`src/rtl/ptc_pkg.sv`:
```
// shared types and constants of the pointer to touch event converter
`timescale 1ns / 1ps

package ptc_pkg;

    // pixel coordinate and frame size width
    localparam int COORD_BITS = 12;

    // configuration port
    localparam int CFG_DATA_W = COORD_BITS;
    localparam int CFG_IDX_W  = 2;

    localparam logic [CFG_IDX_W-1:0] CFG_FRAME_WIDTH  = 2'd0;
    localparam logic [CFG_IDX_W-1:0] CFG_FRAME_HEIGHT = 2'd1;
    localparam logic [CFG_IDX_W-1:0] CFG_ROTATION     = 2'd2;

    localparam logic [CFG_DATA_W-1:0] RST_FRAME_WIDTH  = CFG_DATA_W'(480);
    localparam logic [CFG_DATA_W-1:0] RST_FRAME_HEIGHT = CFG_DATA_W'(800);
    localparam logic [1:0]            RST_ROTATION     = 2'd0;

    // event record codes
    localparam logic [1:0] TYPE_SYNC = 2'd0;
    localparam logic [1:0] TYPE_KEY  = 2'd1;
    localparam logic [1:0] TYPE_ABS  = 2'd3;

    localparam logic [8:0] CODE_X     = 9'd0;
    localparam logic [8:0] CODE_Y     = 9'd1;
    localparam logic [8:0] CODE_SYNC  = 9'd0;
    localparam logic [8:0] CODE_TOUCH = 9'd330;

    typedef struct packed {
        logic                  left_button;
        logic [COORD_BITS-1:0] pos_x;
        logic [COORD_BITS-1:0] pos_y;
    } t_in_item;

    typedef struct packed {
        logic [1:0]         event_type;
        logic [8:0]         event_code;
        logic signed [15:0] event_value;
        logic               last_event;
    } t_out_item;

endpackage

```
`src/rtl/pointer_to_touch_event_converter.sv`:
```
// top level: pointer events in, touchscreen event records out
`timescale 1ns / 1ps
//
// Usage
//   Input channel (i_in_valid / o_in_ready / i_in_data) takes one pointer
//   item: left button, x, y. Output channel (o_out_valid / i_out_ready /
//   o_out_data) gives 0, 2, 3 or 4 event records per item, the final one
//   flagged by last_event. Frame size and rotation are written on the plain
//   write port (i_cfg_we, i_cfg_idx, i_cfg_data) while the block is idle;
//   the user is bound to this, the block itself does not enforce it.
//   One item is worked by a sequencer around one bit-serial divider and one
//   shared multiplier, with NW = 2*COORD_BITS + FRAC_BITS (40 by default)
//   bit dividends. Two divisions give the axis ratios; when the dead band
//   applies (rotated aspect), a third checks the band and a point outside
//   it is dropped, while a point inside takes a fourth for the rescale.
//   Records leave one a cycle while the receiver keeps taking them.
//   o_in_ready is high only while the sequencer is idle; the last record may
//   still wait in the output register while the next item is accepted.
//   Reset restores 480 x 800, rotation 0 and the not-touching state.
//   A stalled receiver holds the record in the output register and the
//   sequencer waits.
//
module pointer_to_touch_event_converter #(
    parameter int FRAC_BITS  = 16
) (
    input  logic                             i_clk,
    input  logic                             i_rst_n,
    input  logic                             i_in_valid,
    output logic                             o_in_ready,
    input  ptc_pkg::t_in_item                i_in_data,
    output logic                             o_out_valid,
    input  logic                             i_out_ready,
    output ptc_pkg::t_out_item               o_out_data,
    input  logic                             i_cfg_we,
    input  logic [ptc_pkg::CFG_IDX_W-1:0]    i_cfg_idx,
    input  logic [ptc_pkg::CFG_DATA_W-1:0]   i_cfg_data
);

    localparam int CB = ptc_pkg::COORD_BITS;
    localparam int F  = FRAC_BITS;
    localparam int NW = 2 * CB + F;
    localparam int DV = 2 * CB;
    localparam int PW = CB + NW;
    localparam int AW = PW + 1;

    localparam logic signed [AW-1:0] SAT_MAX = AW'(32767);
    localparam logic signed [AW-1:0] SAT_MIN = -AW'(32768);

    typedef enum logic [3:0] {
        S_IDLE, S_DRX, S_DRY, S_MX, S_FX, S_MY, S_FY,
        S_MA, S_MB, S_DB, S_DS, S_MS, S_FS, S_EMIT
    } t_state;

    t_state             r_state;
    logic [CB-1:0]      r_width;
    logic [CB-1:0]      r_height;
    logic [1:0]         r_rot;
    logic               r_touch;
    logic               r_button;
    logic [CB-1:0]      r_x;
    logic [CB-1:0]      r_y;
    logic [NW-1:0]      r_rx;
    logic [NW-1:0]      r_ry;
    logic [PW-1:0]      r_prod;
    logic [DV-1:0]      r_aa;
    logic [DV-1:0]      r_bb;
    logic [NW-1:0]      r_scale;
    logic signed [AW-1:0] r_ox;
    logic signed [AW-1:0] r_oy;
    logic               r_div_start;
    logic [1:0]         r_k;
    logic               r_out_valid;
    ptc_pkg::t_out_item r_out;

    logic [CB-1:0]      w, h, t, half, a, b;
    logic               need_band;
    logic signed [CB:0] dx, dy;
    logic [NW-1:0]      rsel_x, rsel_y;
    logic [CB-1:0]      ma;
    logic [NW-1:0]      mb;
    logic [PW-1:0]      prod;
    logic [NW-1:0]      div_num;
    logic [DV-1:0]      div_den;
    logic               div_done;
    logic [NW-1:0]      div_q;
    logic               cur_neg;
    logic signed [AW-1:0] axis_v, axis_abs, axis_res;
    logic signed [AW-1:0] tgt;
    logic [AW-1:0]      tgt_mag;
    logic               in_band;
    logic signed [AW-1:0] scaled;
    logic [2:0]         n_rec;
    ptc_pkg::t_out_item rec;
    logic               load;

    // frame geometry, zero size acts as one
    assign w         = (r_width == '0) ? CB'(1) : r_width;
    assign h         = (r_height == '0) ? CB'(1) : r_height;
    assign t         = (w > h) ? w : h;
    assign half      = t >> 1;
    assign a         = (w > h) ? h : w;
    assign b         = (w > h) ? w : h;
    assign need_band = (w <= h) ? r_rot[0] : !r_rot[0];

    // signed pixel distances per rotation
    always_comb begin
        case (r_rot)
            2'd0: begin
                dx = $signed({1'b0, r_x});
                dy = $signed({1'b0, r_y});
            end
            2'd1: begin
                dx = $signed({1'b0, h}) - $signed({1'b0, r_y});
                dy = $signed({1'b0, r_x});
            end
            2'd2: begin
                dx = $signed({1'b0, w}) - $signed({1'b0, r_x});
                dy = $signed({1'b0, h}) - $signed({1'b0, r_y});
            end
            default: begin
                dx = $signed({1'b0, r_y});
                dy = $signed({1'b0, w}) - $signed({1'b0, r_x});
            end
        endcase
        rsel_x = r_rot[0] ? r_ry : r_rx;
        rsel_y = r_rot[0] ? r_rx : r_ry;
    end

    // shared multiplier operands
    always_comb begin
        case (r_state)
            S_MX: begin
                ma = dx[CB] ? CB'(-dx) : dx[CB-1:0];
                mb = rsel_x;
            end
            S_MY: begin
                ma = dy[CB] ? CB'(-dy) : dy[CB-1:0];
                mb = rsel_y;
            end
            S_MA: begin
                ma = a;
                mb = NW'(a);
            end
            S_MB: begin
                ma = b;
                mb = NW'(b);
            end
            S_MS: begin
                ma = tgt_mag[CB-1:0];
                mb = r_scale;
            end
            default: begin
                ma = '0;
                mb = '0;
            end
        endcase
    end

    assign prod = PW'(ma) * PW'(mb);

    // divider operands
    always_comb begin
        case (r_state)
            S_DRX: begin
                div_num = NW'(t) << F;
                div_den = DV'(w);
            end
            S_DRY: begin
                div_num = NW'(t) << F;
                div_den = DV'(h);
            end
            S_DB: begin
                div_num = NW'(r_aa) << F;
                div_den = DV'({b, 1'b0});
            end
            S_DS: begin
                div_num = NW'(r_bb) << F;
                div_den = r_aa;
            end
            default: begin
                div_num = '0;
                div_den = DV'(1);
            end
        endcase
    end

    ptc_div #(
        .NW(NW),
        .DV(DV)
    ) u_div (
        .i_clk     (i_clk),
        .i_rst_n   (i_rst_n),
        .i_start   (r_div_start),
        .i_dividend(div_num),
        .i_divisor (div_den),
        .o_done    (div_done),
        .o_quot    (div_q)
    );

    // axis value: signed product minus center offset, truncated toward zero
    assign cur_neg  = (r_state == S_FX) ? dx[CB] : dy[CB];
    assign axis_v   = (cur_neg ? -$signed({1'b0, r_prod}) : $signed({1'b0, r_prod}))
                      - $signed(AW'(half) << F);
    assign axis_abs = axis_v[AW-1] ? -axis_v : axis_v;
    assign axis_res = axis_v[AW-1] ? -(axis_abs >>> F) : (axis_abs >>> F);

    // dead band target and check
    assign tgt     = r_rot[0] ? r_oy : r_ox;
    assign tgt_mag = tgt[AW-1] ? AW'(-tgt) : AW'(tgt);
    assign in_band = {tgt_mag, {F{1'b0}}} <= (AW + F)'(div_q);
    assign scaled  = tgt[AW-1] ? -$signed(AW'(r_prod >> F)) : $signed(AW'(r_prod >> F));

    // record list of this item
    always_comb begin
        if (r_button) begin
            n_rec = r_touch ? 3'd3 : 3'd4;
        end else begin
            n_rec = r_touch ? 3'd2 : 3'd0;
        end
        rec = '0;
        if (r_button) begin
            case (r_k)
                2'd0: begin
                    rec.event_type  = ptc_pkg::TYPE_ABS;
                    rec.event_code  = ptc_pkg::CODE_X;
                    rec.event_value = (r_ox > SAT_MAX) ? 16'sh7fff :
                                      (r_ox < SAT_MIN) ? -16'sh8000 : r_ox[15:0];
                end
                2'd1: begin
                    rec.event_type  = ptc_pkg::TYPE_ABS;
                    rec.event_code  = ptc_pkg::CODE_Y;
                    rec.event_value = (r_oy > SAT_MAX) ? 16'sh7fff :
                                      (r_oy < SAT_MIN) ? -16'sh8000 : r_oy[15:0];
                end
                2'd2: begin
                    if (!r_touch) begin
                        rec.event_type  = ptc_pkg::TYPE_KEY;
                        rec.event_code  = ptc_pkg::CODE_TOUCH;
                        rec.event_value = 16'sd1;
                    end else begin
                        rec.event_type = ptc_pkg::TYPE_SYNC;
                        rec.event_code = ptc_pkg::CODE_SYNC;
                    end
                end
                default: begin
                    rec.event_type = ptc_pkg::TYPE_SYNC;
                    rec.event_code = ptc_pkg::CODE_SYNC;
                end
            endcase
        end else begin
            if (r_k == 2'd0) begin
                rec.event_type  = ptc_pkg::TYPE_KEY;
                rec.event_code  = ptc_pkg::CODE_TOUCH;
                rec.event_value = 16'sd0;
            end else begin
                rec.event_type = ptc_pkg::TYPE_SYNC;
                rec.event_code = ptc_pkg::CODE_SYNC;
            end
        end
        rec.last_event = ({1'b0, r_k} == n_rec - 3'd1);
    end

    assign load = (r_state == S_EMIT) && (n_rec != 3'd0) && (!r_out_valid || i_out_ready);

    // configuration registers
    always_ff @(posedge i_clk) begin
        if (!i_rst_n) begin
            r_width  <= CB'(ptc_pkg::RST_FRAME_WIDTH);
            r_height <= CB'(ptc_pkg::RST_FRAME_HEIGHT);
            r_rot    <= ptc_pkg::RST_ROTATION;
        end else if (i_cfg_we) begin
            case (i_cfg_idx)
                ptc_pkg::CFG_FRAME_WIDTH:  r_width  <= CB'(i_cfg_data);
                ptc_pkg::CFG_FRAME_HEIGHT: r_height <= CB'(i_cfg_data);
                ptc_pkg::CFG_ROTATION:     r_rot    <= i_cfg_data[1:0];
                default: ;
            endcase
        end
    end

    // sequencer and registered outputs
    always_ff @(posedge i_clk) begin
        if (!i_rst_n) begin
            r_state     <= S_IDLE;
            r_touch     <= 1'b0;
            r_div_start <= 1'b0;
            r_k         <= '0;
            r_out_valid <= 1'b0;
        end else begin
            r_div_start <= 1'b0;
            // output register: filled by the sequencer, emptied once taken
            if (load) begin
                r_out_valid <= 1'b1;
            end else if (r_out_valid && i_out_ready) begin
                r_out_valid <= 1'b0;
            end
            case (r_state)
                S_IDLE: begin
                    if (i_in_valid) begin
                        r_state     <= S_DRX;
                        r_div_start <= 1'b1;
                    end
                end
                S_DRX: begin
                    if (div_done) begin
                        r_state     <= S_DRY;
                        r_div_start <= 1'b1;
                    end
                end
                S_DRY: begin
                    if (div_done) begin
                        r_state <= S_MX;
                    end
                end
                S_MX: r_state <= S_FX;
                S_FX: r_state <= S_MY;
                S_MY: r_state <= S_FY;
                S_FY: begin
                    r_k     <= '0;
                    r_state <= need_band ? S_MA : S_EMIT;
                end
                S_MA: r_state <= S_MB;
                S_MB: begin
                    r_state     <= S_DB;
                    r_div_start <= 1'b1;
                end
                S_DB: begin
                    if (div_done) begin
                        if (in_band) begin
                            r_state     <= S_DS;
                            r_div_start <= 1'b1;
                        end else begin
                            r_state <= S_IDLE;
                        end
                    end
                end
                S_DS: begin
                    if (div_done) begin
                        r_state <= S_MS;
                    end
                end
                S_MS: r_state <= S_FS;
                S_FS: r_state <= S_EMIT;
                S_EMIT: begin
                    if (n_rec == 3'd0) begin
                        r_state <= S_IDLE;
                    end else if (load) begin
                        r_out <= rec;
                        r_k   <= r_k + 1'b1;
                        if (rec.last_event) begin
                            r_touch <= r_button;
                            r_state <= S_IDLE;
                        end
                    end
                end
                default: r_state <= S_IDLE;
            endcase
        end
    end

    // datapath registers
    always_ff @(posedge i_clk) begin
        case (r_state)
            S_IDLE: begin
                if (i_in_valid) begin
                    r_button <= i_in_data.left_button;
                    r_x      <= CB'(i_in_data.pos_x);
                    r_y      <= CB'(i_in_data.pos_y);
                end
            end
            S_DRX: if (div_done) r_rx <= div_q;
            S_DRY: if (div_done) r_ry <= div_q;
            S_MX, S_MY, S_MA, S_MS: r_prod <= prod;
            S_FX: r_ox <= axis_res;
            S_FY: r_oy <= axis_res;
            S_MB: begin
                r_aa   <= r_prod[DV-1:0];
                r_prod <= prod;
            end
            S_DB: r_bb <= r_prod[DV-1:0];
            S_DS: if (div_done) r_scale <= div_q;
            S_FS: begin
                if (r_rot[0]) begin
                    r_oy <= scaled;
                end else begin
                    r_ox <= scaled;
                end
            end
            default: ;
        endcase
    end

    assign o_in_ready  = (r_state == S_IDLE);
    assign o_out_valid = r_out_valid;
    assign o_out_data  = r_out;

endmodule

```
`src/rtl/ptc_div.sv`:
```
// restoring divider, one quotient bit per cycle
`timescale 1ns / 1ps

module ptc_div #(
    parameter int NW = 40,
    parameter int DV = 24
) (
    input  logic          i_clk,
    input  logic          i_rst_n,
    input  logic          i_start,
    input  logic [NW-1:0] i_dividend,
    input  logic [DV-1:0] i_divisor,
    output logic          o_done,
    output logic [NW-1:0] o_quot
);

    localparam int CW = $clog2(NW + 1);

    logic          r_busy;
    logic          r_done;
    logic [CW-1:0] r_cnt;
    logic [DV-1:0] r_rem;
    logic [DV-1:0] r_div;
    logic [NW-1:0] r_q;
    logic [DV:0]   trial;
    logic          fits;

    // trial subtract of the next dividend bit
    assign trial = {r_rem, r_q[NW-1]};
    assign fits  = trial >= {1'b0, r_div};

    // control
    always_ff @(posedge i_clk) begin
        if (!i_rst_n) begin
            r_busy <= 1'b0;
            r_done <= 1'b0;
            r_cnt  <= '0;
        end else begin
            r_done <= 1'b0;
            if (i_start) begin
                r_busy <= 1'b1;
                r_cnt  <= CW'(NW);
            end else if (r_busy) begin
                r_cnt <= r_cnt - 1'b1;
                if (r_cnt == CW'(1)) begin
                    r_busy <= 1'b0;
                    r_done <= 1'b1;
                end
            end
        end
    end

    // datapath
    always_ff @(posedge i_clk) begin
        if (i_start) begin
            r_rem <= '0;
            r_div <= i_divisor;
            r_q   <= i_dividend;
        end else if (r_busy) begin
            r_rem <= fits ? DV'(trial - {1'b0, r_div}) : trial[DV-1:0];
            r_q   <= {r_q[NW-2:0], fits};
        end
    end

    assign o_done = r_done;
    assign o_quot = r_q;

endmodule

```
`config.mk`:
```
export PLATFORM = sky130hd
export DESIGN_NAME = pointer_to_touch_event_converter
export DESIGN_NICKNAME = d
export VERILOG_FILES = /design/src/rtl/ptc_pkg.sv /design/src/rtl/pointer_to_touch_event_converter.sv /design/src/rtl/ptc_div.sv
export SDC_FILE = /design/constraint.sdc
export NUM_CORES = 2
export LEC_CHECK = 0
export BUFFER_PORTS_ARGS = -buffer_cell sky130_fd_sc_hd__buf_2
export CORE_MARGIN = 4
export CORE_UTILIZATION = 60
export CTS_BUF_LIST = sky130_fd_sc_hd__clkbuf_4
export DETAILED_ROUTE_END_ITERATION = 7
export PLACE_DENSITY_LB_ADDON = 0.1
export SLEW_MARGIN = 20
export SYNTH_ARGS = -nofsm -noshare
export SYNTH_HDL_FRONTEND = slang
export SYNTH_SLANG_ARGS = --single-unit
```
`constraint.sdc`:
```
create_clock -name i_clk -period 15.78 [get_ports i_clk]
set_input_delay 3.156 -clock i_clk [delete_from_list [all_inputs] [get_ports i_clk]]
set_output_delay 3.156 -clock i_clk [all_outputs]
set_load 0.02 [all_outputs]
```
# --- After elaboration in Yosys (flattened, before gate mapping) ---
# Cells that the tools add are included.
totals:
  reg_bits: 510
  word_cells: 193
  out_inout_bits: 30
  input_bits: 44
op_classes:
  n_mux: 69
  n_mul: 1
  reduce_logical: 36
  order_cmp: 8
  n_eq_ne: 32
  n_addsub: 14
  bitwise_logic: 3
op_table:
  columns: ["cell", "count"]
  rows:
  - ["$mux 53", 8]
  - ["$pmux 53 s2", 2]
  - ["$pmux 40 s5", 1]
  - ["$mux 40", 4]
  - ["$pmux 40 s3", 1]
  - ["$gt 53x16->1 const B", 2]
  - ["$lt 53x16->1 const B", 2]
  - ["$neg 53->53", 2]
  - ["$pmux 24 s4", 1]
  - ["$pmux 13 s3", 2]
  - ["$mux 12", 6]
  - ["$le 69x40->1", 1]
  - ["$mux 16", 4]
  - ["$pmux 12 s5", 1]
  - ["$pmux 4 s14", 1]
  - ["$neg 36->53", 1]
  - ["$neg 37->53", 1]
  - ["$neg 52->53", 1]
  - ["$sub 53x28->53", 1]
  - ["$mul 12x40->52", 1]
  - ["$pmux 16 s3", 1]
  - ["$mux 4", 10]
  - ["$pmux 11 s3", 1]
  - ["$mux 27", 1]
  - ["other kinds (45)", 107]

# --- Longest topological paths before layout ---
logic_depth:
  word_depth: 12
  ltp_mapped: 51
  ltp_nobuf: 49

# --- Cells and area by module ---
# From an unflattened synthesis, not the netlist that was laid out.
unflattened:
  cells_unflattened: 5366
  area_unflattened_um2: 49128.4
modules_own_cells:
  columns: ["module", "instances", "seq_area_each_um2", "area_each_um2", "cells_each"]
  rows:
  - ["pointer_to_touch_event_converter", 1, 11871.4, 43884.6, 4893]
  - ["ptc_div", 1, 2562.5, 5243.8, 473]

# --- Worst setup path after synthesis ---
# No wires, ideal clock.
synth_path:
  kind: "register -> register"
  from: "register r_rot[0]"
  to: "register r_prod[44], data pin"
  synth_period_minus_slack_ps: 11648
  arrival_ps: 11383
  slack_ps: 4132
  path_buffers: 10
  t_required_ps: 15515
  setup_time_ps: 265
  path_stages_with_launch: 44
  path_cell_list: "dfxtp_1 -> buf_1 -> clkbuf_1 -> buf_1 -> clkbuf_1 -> buf_1 -> clkbuf_1 -> buf_1 -> clkbuf_1 -> buf_1 -> mux2i_1 -> ha_1 -> o211ai_1 -> nor2_1 -> nor2_1 -> xnor2_1 -> a2111oi_0 -> clkbuf_1 -> (+8 left out) -> ha_1 -> a21o_1 -> a21o_1 -> a21oi_1 -> o21ai_0 -> a21o_1 -> a21o_1 -> a21oi_1 -> a21oi_1 -> o31ai_1 -> o21ai_0 -> o41ai_1 -> o21bai_1 -> a21oi_1 -> o21ai_0 -> a21oi_1 -> o21ai_0 -> xor2_1"
synth_via:
  elab_chain_cells: 6
  word_cells_on_any_way: 17
  cone_classes: "3 x add/sub; 1 x mul; 2 x eq/ne; 10 x mux; 1 x reduce/logical"
synth_rtl:
  columns: ["element", "line_no", "rtl"]
  rows:
  - ["from (decl)", "pointer_to_touch_event_converter.sv:57", "logic [1:0] r_rot;"]
  - ["from (signal assigned)", "pointer_to_touch_event_converter.sv:270", "r_rot <= ptc_pkg::RST_ROTATION;"]
  - ["from (signal assigned)", "pointer_to_touch_event_converter.sv:275", "ptc_pkg::CFG_ROTATION: r_rot <= i_cfg_data[1:0];"]
  - ["branches (longest 5 deep; another with $neg 53->53)", null, null]
  - ["$mul 12x40->52 *", "pointer_to_touch_event_converter.sv:159", "assign prod = PW'(ma) * PW'(mb);"]
  - ["named net prod[44]", "pointer_to_touch_event_converter.sv:81", "logic [PW-1:0] prod;"]
  - ["to (signal assigned)", "pointer_to_touch_event_converter.sv:373", "S_MX, S_MY, S_MA, S_MS: r_prod <= prod;"]
  - ["to (signal assigned)", "pointer_to_touch_event_converter.sv:378", "r_prod <= prod;"]
  - ["to (decl)", "pointer_to_touch_event_converter.sv:64", "logic [PW-1:0] r_prod;"]
# Mark *: on every way through the listed nets, which the timed path passes.
# A chain may end at the register's enable or synchronous reset.

# --- Final worst setup path ---
layout_path:
  from: "register r_width[11]"
  to: "register r_prod[50], data pin"
layout_via:
  elab_chain_cells: 8
  word_cells_on_any_way: 15
  cone_classes: "3 x add/sub; 1 x mul; 1 x order compare; 9 x mux; 1 x reduce/logical"
layout_rtl:
  columns: ["element", "line_no", "rtl"]
  rows:
  - ["from (decl)", "pointer_to_touch_event_converter.sv:55", "logic [CB-1:0] r_width;"]
  - ["from (signal assigned)", "pointer_to_touch_event_converter.sv:268", "r_width <= CB'(ptc_pkg::RST_FRAME_WIDTH);"]
  - ["from (signal assigned)", "pointer_to_touch_event_converter.sv:273", "ptc_pkg::CFG_FRAME_WIDTH: r_width <= CB'(i_cfg_data);"]
  - ["$logic_not 12->1", "pointer_to_touch_event_converter.sv:97", "assign w = (r_width == '0) ? CB'(1) : r_width;"]
  - ["$mux 12 *", "pointer_to_touch_event_converter.sv:97", null]
  - ["$sub 12x12->13", "pointer_to_touch_event_converter.sv:117, pointer_to_touch_event_converter.sv:122", null]
  - ["$pmux 13 s3", "pointer_to_touch_event_converter.sv:107", "case (r_rot)"]
  - ["$neg 12->12 (on tied branches)", "pointer_to_touch_event_converter.sv:137, pointer_to_touch_event_converter.sv:133", null]
  - ["$mux 12 (on tied branches)", "pointer_to_touch_event_converter.sv:137, pointer_to_touch_event_converter.sv:133", null]
  - ["$pmux 12 s5", "pointer_to_touch_event_converter.sv:131", "case (r_state)"]
  - ["$mul 12x40->52 *", "pointer_to_touch_event_converter.sv:159", null]
  - ["named net prod[50]", "pointer_to_touch_event_converter.sv:81", null]
# Mark *: on every way through the listed nets, which the timed path passes. The rest lies on a longest branch.

==> results by group <==
Run status
  – Status: completed

Routing
  – Via count: 39470
  – DR vias/cell: 6.283
  – Drt wl/cell: 22.61 um
  – Total detailed-routing wirelength: 142100 um
  – Number of remaining DRC errors: 0
  – Antenna-violating nets left: 0
  – Initial drt markers: 4120
  – Pre-antenna DRT Iters: 6

Floorplanning
  – Die span in x: 287.7 um
  – Initial Util: 60.61%
  – Y dimension of the die: 287.7 um
  – Std cell rows: 102
  – Placeable core region: 77470 um^2
  – Ports: 74
  – Floorplan die area: 82800 um^2

CTS
  – TritonCTS clock tree: yes
  – Setup bufs post-CTS: 0
  – CTS H-tree lvls: 4
  – Number of sinks driven by the clock tree: 503
  – Count of cells resized by post-cts repair: 0
  – Clock tree root driver cell: sky130_fd_sc_hd__clkbuf_4
  – Maximum root-to-sink buffer count: 3
  – Number of buffers inserted during clock tree synthesis: 139
  – Number of hold buffers added after cts: 0
  – Worst-skew pair later-pin latency: 1.07 ns
  – Reg clk slew, reported paths: 0.07 ns

Critical path
  – WP data required: 16.55 ns
  – Worst EP arrival: 12.92 ns
  – Startpoint-to-endpoint class of the critical path: reg -> reg
  – Kind of cell adding the most delay to the critical path: compound AO/OA/AOI/OAI gates
  – Maximum fanout along the worst path: 33
  – Launch instance of the worst register-to-register path: r_width[11]
  – Worst setup SP type: flip-flop
  – CP peak stage delay: 0.65 ns
  – Number of cell instances on the worst register-to-register path: 46
  – Reg-to-reg critical path endpoint: r_prod[50]
  – Worst Setup End Kind: flip-flop
  – Highest-delay cell along the critical path: sky130_fd_sc_hd__o41ai_1
  – Critical path buffers and inverters: 4
  – Setup slack on the worst flop-to-flop path: 3.63 ns

Final layout
  – Area growth, synth to finish: 6.598%
  – Fillers: 6675
  – Share of cells above drive strength 1: 9.345%
  – Core occupancy in the finished layout: 64.61%
  – Count of placed standard cells in the final layout, fillers left out: 6282
  – Layout Nets: 5758

Yosys
  – Count of yosys warnings during synthesis: 0
  – Number of synthesized flops with an enable pin: 436
  – Dominant synthesized flop cell: sky130_fd_sc_hd__edfxtp_1
  – Flip-flop and latch count after synthesis: 503
  – Mean instance size in the synthesized netlist: 9.169 um^2
  – Post-synth ARST share: 0%
  – Proportion of synthesized chip area in sequential cells: 30.74%
  – Yosys cell types: 100
  – Cells after Synth: 5121
  – Cell area after technology mapping: 46960 um^2

Place
  – Setup Slack @ Placement: 3.958 ns
  – Cell Count Post-Placement: 6026
  – Final weighted congestion of routability-driven global placement: 1.020
  – DP Wirelength: 108500 um
  – Number of buffers inserted by port buffering: 69

Run
  – Max-capacitance violation count: 0

Min path
  – Worst hold path startpoint: u_div.r_rem[23]
  – Path class of the lowest-slack min-delay path: reg -> reg
  – Worst Hold Path Cells: 2
  – Worst Hold Path EP: u_div.r_rem[23]

STA
  – Setup repair after global routing missed its margin: false
  – Worst clock skew on the final layout: 0.07549 ns
  – Period Utilization, post-route: 76.97%
  – Minimum period implied by the final worst setup slack: 12.15 ns
  – Setup TNS: 0 ns
  – Total setup violations reported at the end of the flow: 0
  – Max-slew violations: 0
  – Final hold violations: 0
  – PnR worst setup slack: 3.634 ns
  – Top achievable clock speed: 0.08233 GHz
  – Measured slew at the worst slew-check pin: 1.189 ns
  – Max-Slew Margin vs Limit: 20.09%

Power
  – Portion of total power attributed to combinational logic: 34.6%
  – Leakage power summed over all cells: 19.08 nW
  – Internal portion of total power: 0.002885 W
  – Proportion of power drawn by flip-flops and latches: 39.8%
  – Worst VDD drop: 0.07701 mV
  – Psw: 0.001868 W
  – Clock power frac: 25.6%
  – Switching power share of the total: 39.30%
  – Pwr per Cell Area: 94.95 nW/um^2

Global routing
  – Congestion Overflow GR: 0
  – Vias in the first global route: 38630
  – Global-route wire length before repair: 220800 um
  – Maximum number of pins on one net before global-route repair: 70
  – Antenna violations before repair: 8
  – Total routing usage reported by global routing: 34.59%
-- through the flow --
stage | power [W] | instance area (um^2) | hold slack [ns]
floorplan | 0.002983 | 46970 | 0.4257
CTS | 0.004740 | 50010 | 0.4683
global placement | 0.003506 | 48260 | 0.4476
detailed placement | 0.003519 | 48260 | 0.4543
finish | 0.004753 | 50050 | 0.4578
global route | 0.005014 | 50050 | 0.5250
-- logic make-up (layout without fill, tap and decap cells) --
logic type	after synthesis	count (layout)	synth area share [%]
and+or+nand+nor	1758	1758	17.52
AOI/OAI and AO/OA	981	981	14.55
buffers and inverters	871	980	7.083
adders and majority gates	584	584	21.70
DFF	503	503	30.74
xor gates and xnor gates	297	297	5.540
muxes	126	126	2.862
other	1	13	0.007986
-- cell usage after synthesis, drive strengths merged (9+ instances only) --
cell / count / area share, %
a211o: 12 / 0.22
a211oi: 26 / 0.42
a21boi: 35 / 0.56
a21o: 46 / 0.74
a21oi: 168 / 1.8
a221o: 28 / 0.60
a221oi: 77 / 1.4
a222oi: 15 / 0.32
a22o: 31 / 0.58
a22oi: 56 / 0.90
a31oi: 29 / 0.39
and2: 53 / 0.71
and3: 36 / 0.48
and4: 9 / 0.17
buf: 54 / 0.55
clkbuf: 228 / 1.8
dfxtp: 67 / 2.9
edfxtp: 436 / 28
fa: 384 / 16
ha: 200 / 5.3
inv: 588 / 4.7
mux2: 23 / 0.56
mux2i: 99 / 2.1
nand2: 601 / 4.8
nand2b: 53 / 0.71
nand3: 85 / 0.91
nand4: 57 / 0.76
nor2: 515 / 4.1
nor2b: 59 / 0.79
nor3: 93 / 1.0
nor3b: 12 / 0.20
nor4: 71 / 1.1
o211ai: 28 / 0.49
o21a: 22 / 0.35
o21ai: 206 / 2.2
o21bai: 12 / 0.19
o22ai: 44 / 0.59
o311ai: 17 / 0.32
o31ai: 24 / 0.38
o32ai: 22 / 0.41
or2: 33 / 0.44
or3: 25 / 0.34
or4: 31 / 0.52
xnor2: 186 / 3.5
xor2: 111 / 2.1
-- power groups by stage --
stage,registers [W],logic [W],clock network (W)
global route,0.00190,0.00180,0.00131
floorplan,0.00180,0.00119,0
CTS,0.00189,0.00162,0.00123
finish,0.00189,0.00164,0.00122
global placement,0.00191,0.00159,0
detailed placement,0.00191,0.00161,0
-- placed cells by master (no fill, tap or decap), types with 28 or more instances in the layout --
cell                       count
sky130_fd_sc_hd__xor2_1      111
sky130_fd_sc_hd__a31oi_1      29
sky130_fd_sc_hd__nor2b_1      58
sky130_fd_sc_hd__xnor2_1     186
sky130_fd_sc_hd__nand3_1      84
sky130_fd_sc_hd__and2_1       48
sky130_fd_sc_hd__nor2_1      511
sky130_fd_sc_hd__a21o_1       46
sky130_fd_sc_hd__edfxtp_1    436
sky130_fd_sc_hd__or2_2        30
sky130_fd_sc_hd__or4_1        28
sky130_fd_sc_hd__buf_2        70
sky130_fd_sc_hd__dfxtp_1      64
sky130_fd_sc_hd__a221o_1      28
sky130_fd_sc_hd__o22ai_1      44
sky130_fd_sc_hd__a22o_1       31
sky130_fd_sc_hd__nor4_1       64
sky130_fd_sc_hd__a21boi_0     34
sky130_fd_sc_hd__clkinv_1     31
sky130_fd_sc_hd__nand4_1      57
sky130_fd_sc_hd__buf_4        75
sky130_fd_sc_hd__clkbuf_4    193
sky130_fd_sc_hd__nand2b_1     53
sky130_fd_sc_hd__mux2i_1      98
sky130_fd_sc_hd__a22oi_1      55
sky130_fd_sc_hd__ha_1        200
sky130_fd_sc_hd__and3_1       34
sky130_fd_sc_hd__a221oi_1     75
sky130_fd_sc_hd__nand2_1     600
sky130_fd_sc_hd__o21ai_0     196
sky130_fd_sc_hd__inv_1       588
sky130_fd_sc_hd__a21oi_1     167
sky130_fd_sc_hd__fa_1        384
sky130_fd_sc_hd__nor3_1       85
-- layer usage --
metal  global-route usage, %  wire length, um  up-vias  share of wire, %
met5                       0               13        -            0.0092
met4                   15.94             7483        2               5.3
met3                   6.960            12700      384               8.9
met2                   54.98            65230     1882                46
met1                   46.00            56630    19350                40
li1                        -                -    17850                 -
-- registers in the layout, indices dropped and copies added, names as in the netlist, 40 cells and up --
register and cells:
u_div.o_quot 40, r_rx 40, r_ox 53, r_ry 40
r_scale 40, r_prod 52, r_oy 53
-- worst reg2reg max path: cells and delay by family, from the launching register on --
kind / cells / cell delay (ns)
AO/OA/AOI/OAI: 20 / 4.95
adder cells (fa/ha/maj): 8 / 3.51
AND/OR/NAND/NOR: 11 / 1.64
buffers and inverters: 4 / 0.85
flip-flops: 1 / 0.59
XOR/XNOR: 3 / 0.36
-- how the worst max path moves through the flow --
stage,from,end,slack [ns],depth (start not counted)
global route,r_width[11],r_prod[50],2.92,46
detailed placement,r_height[11],r_prod[50],3.96,45
floorplan,r_rot[0],r_prod[44],4.13,43
global placement,r_width[11],r_prod[50],4.12,48
finish,r_width[11],r_prod[50],3.63,46
CTS,r_height[11],r_prod[50],3.86,45
-- area by class of cell --
type	instances	area (um^2)	area share (%)
well taps	1040	1301	2.600
inverters	589	2211	4.417
diodes	9	22.52	0.04500
repair buffers	147	923.4	1.845
clock inverters	51	297.8	0.5949
multi-input cells	3750	29410	58.75
flip-flops and latches	503	14440	28.85
clock buffers	193	1449	2.895
No activity file was read; power rests on OpenSTA's default activity.
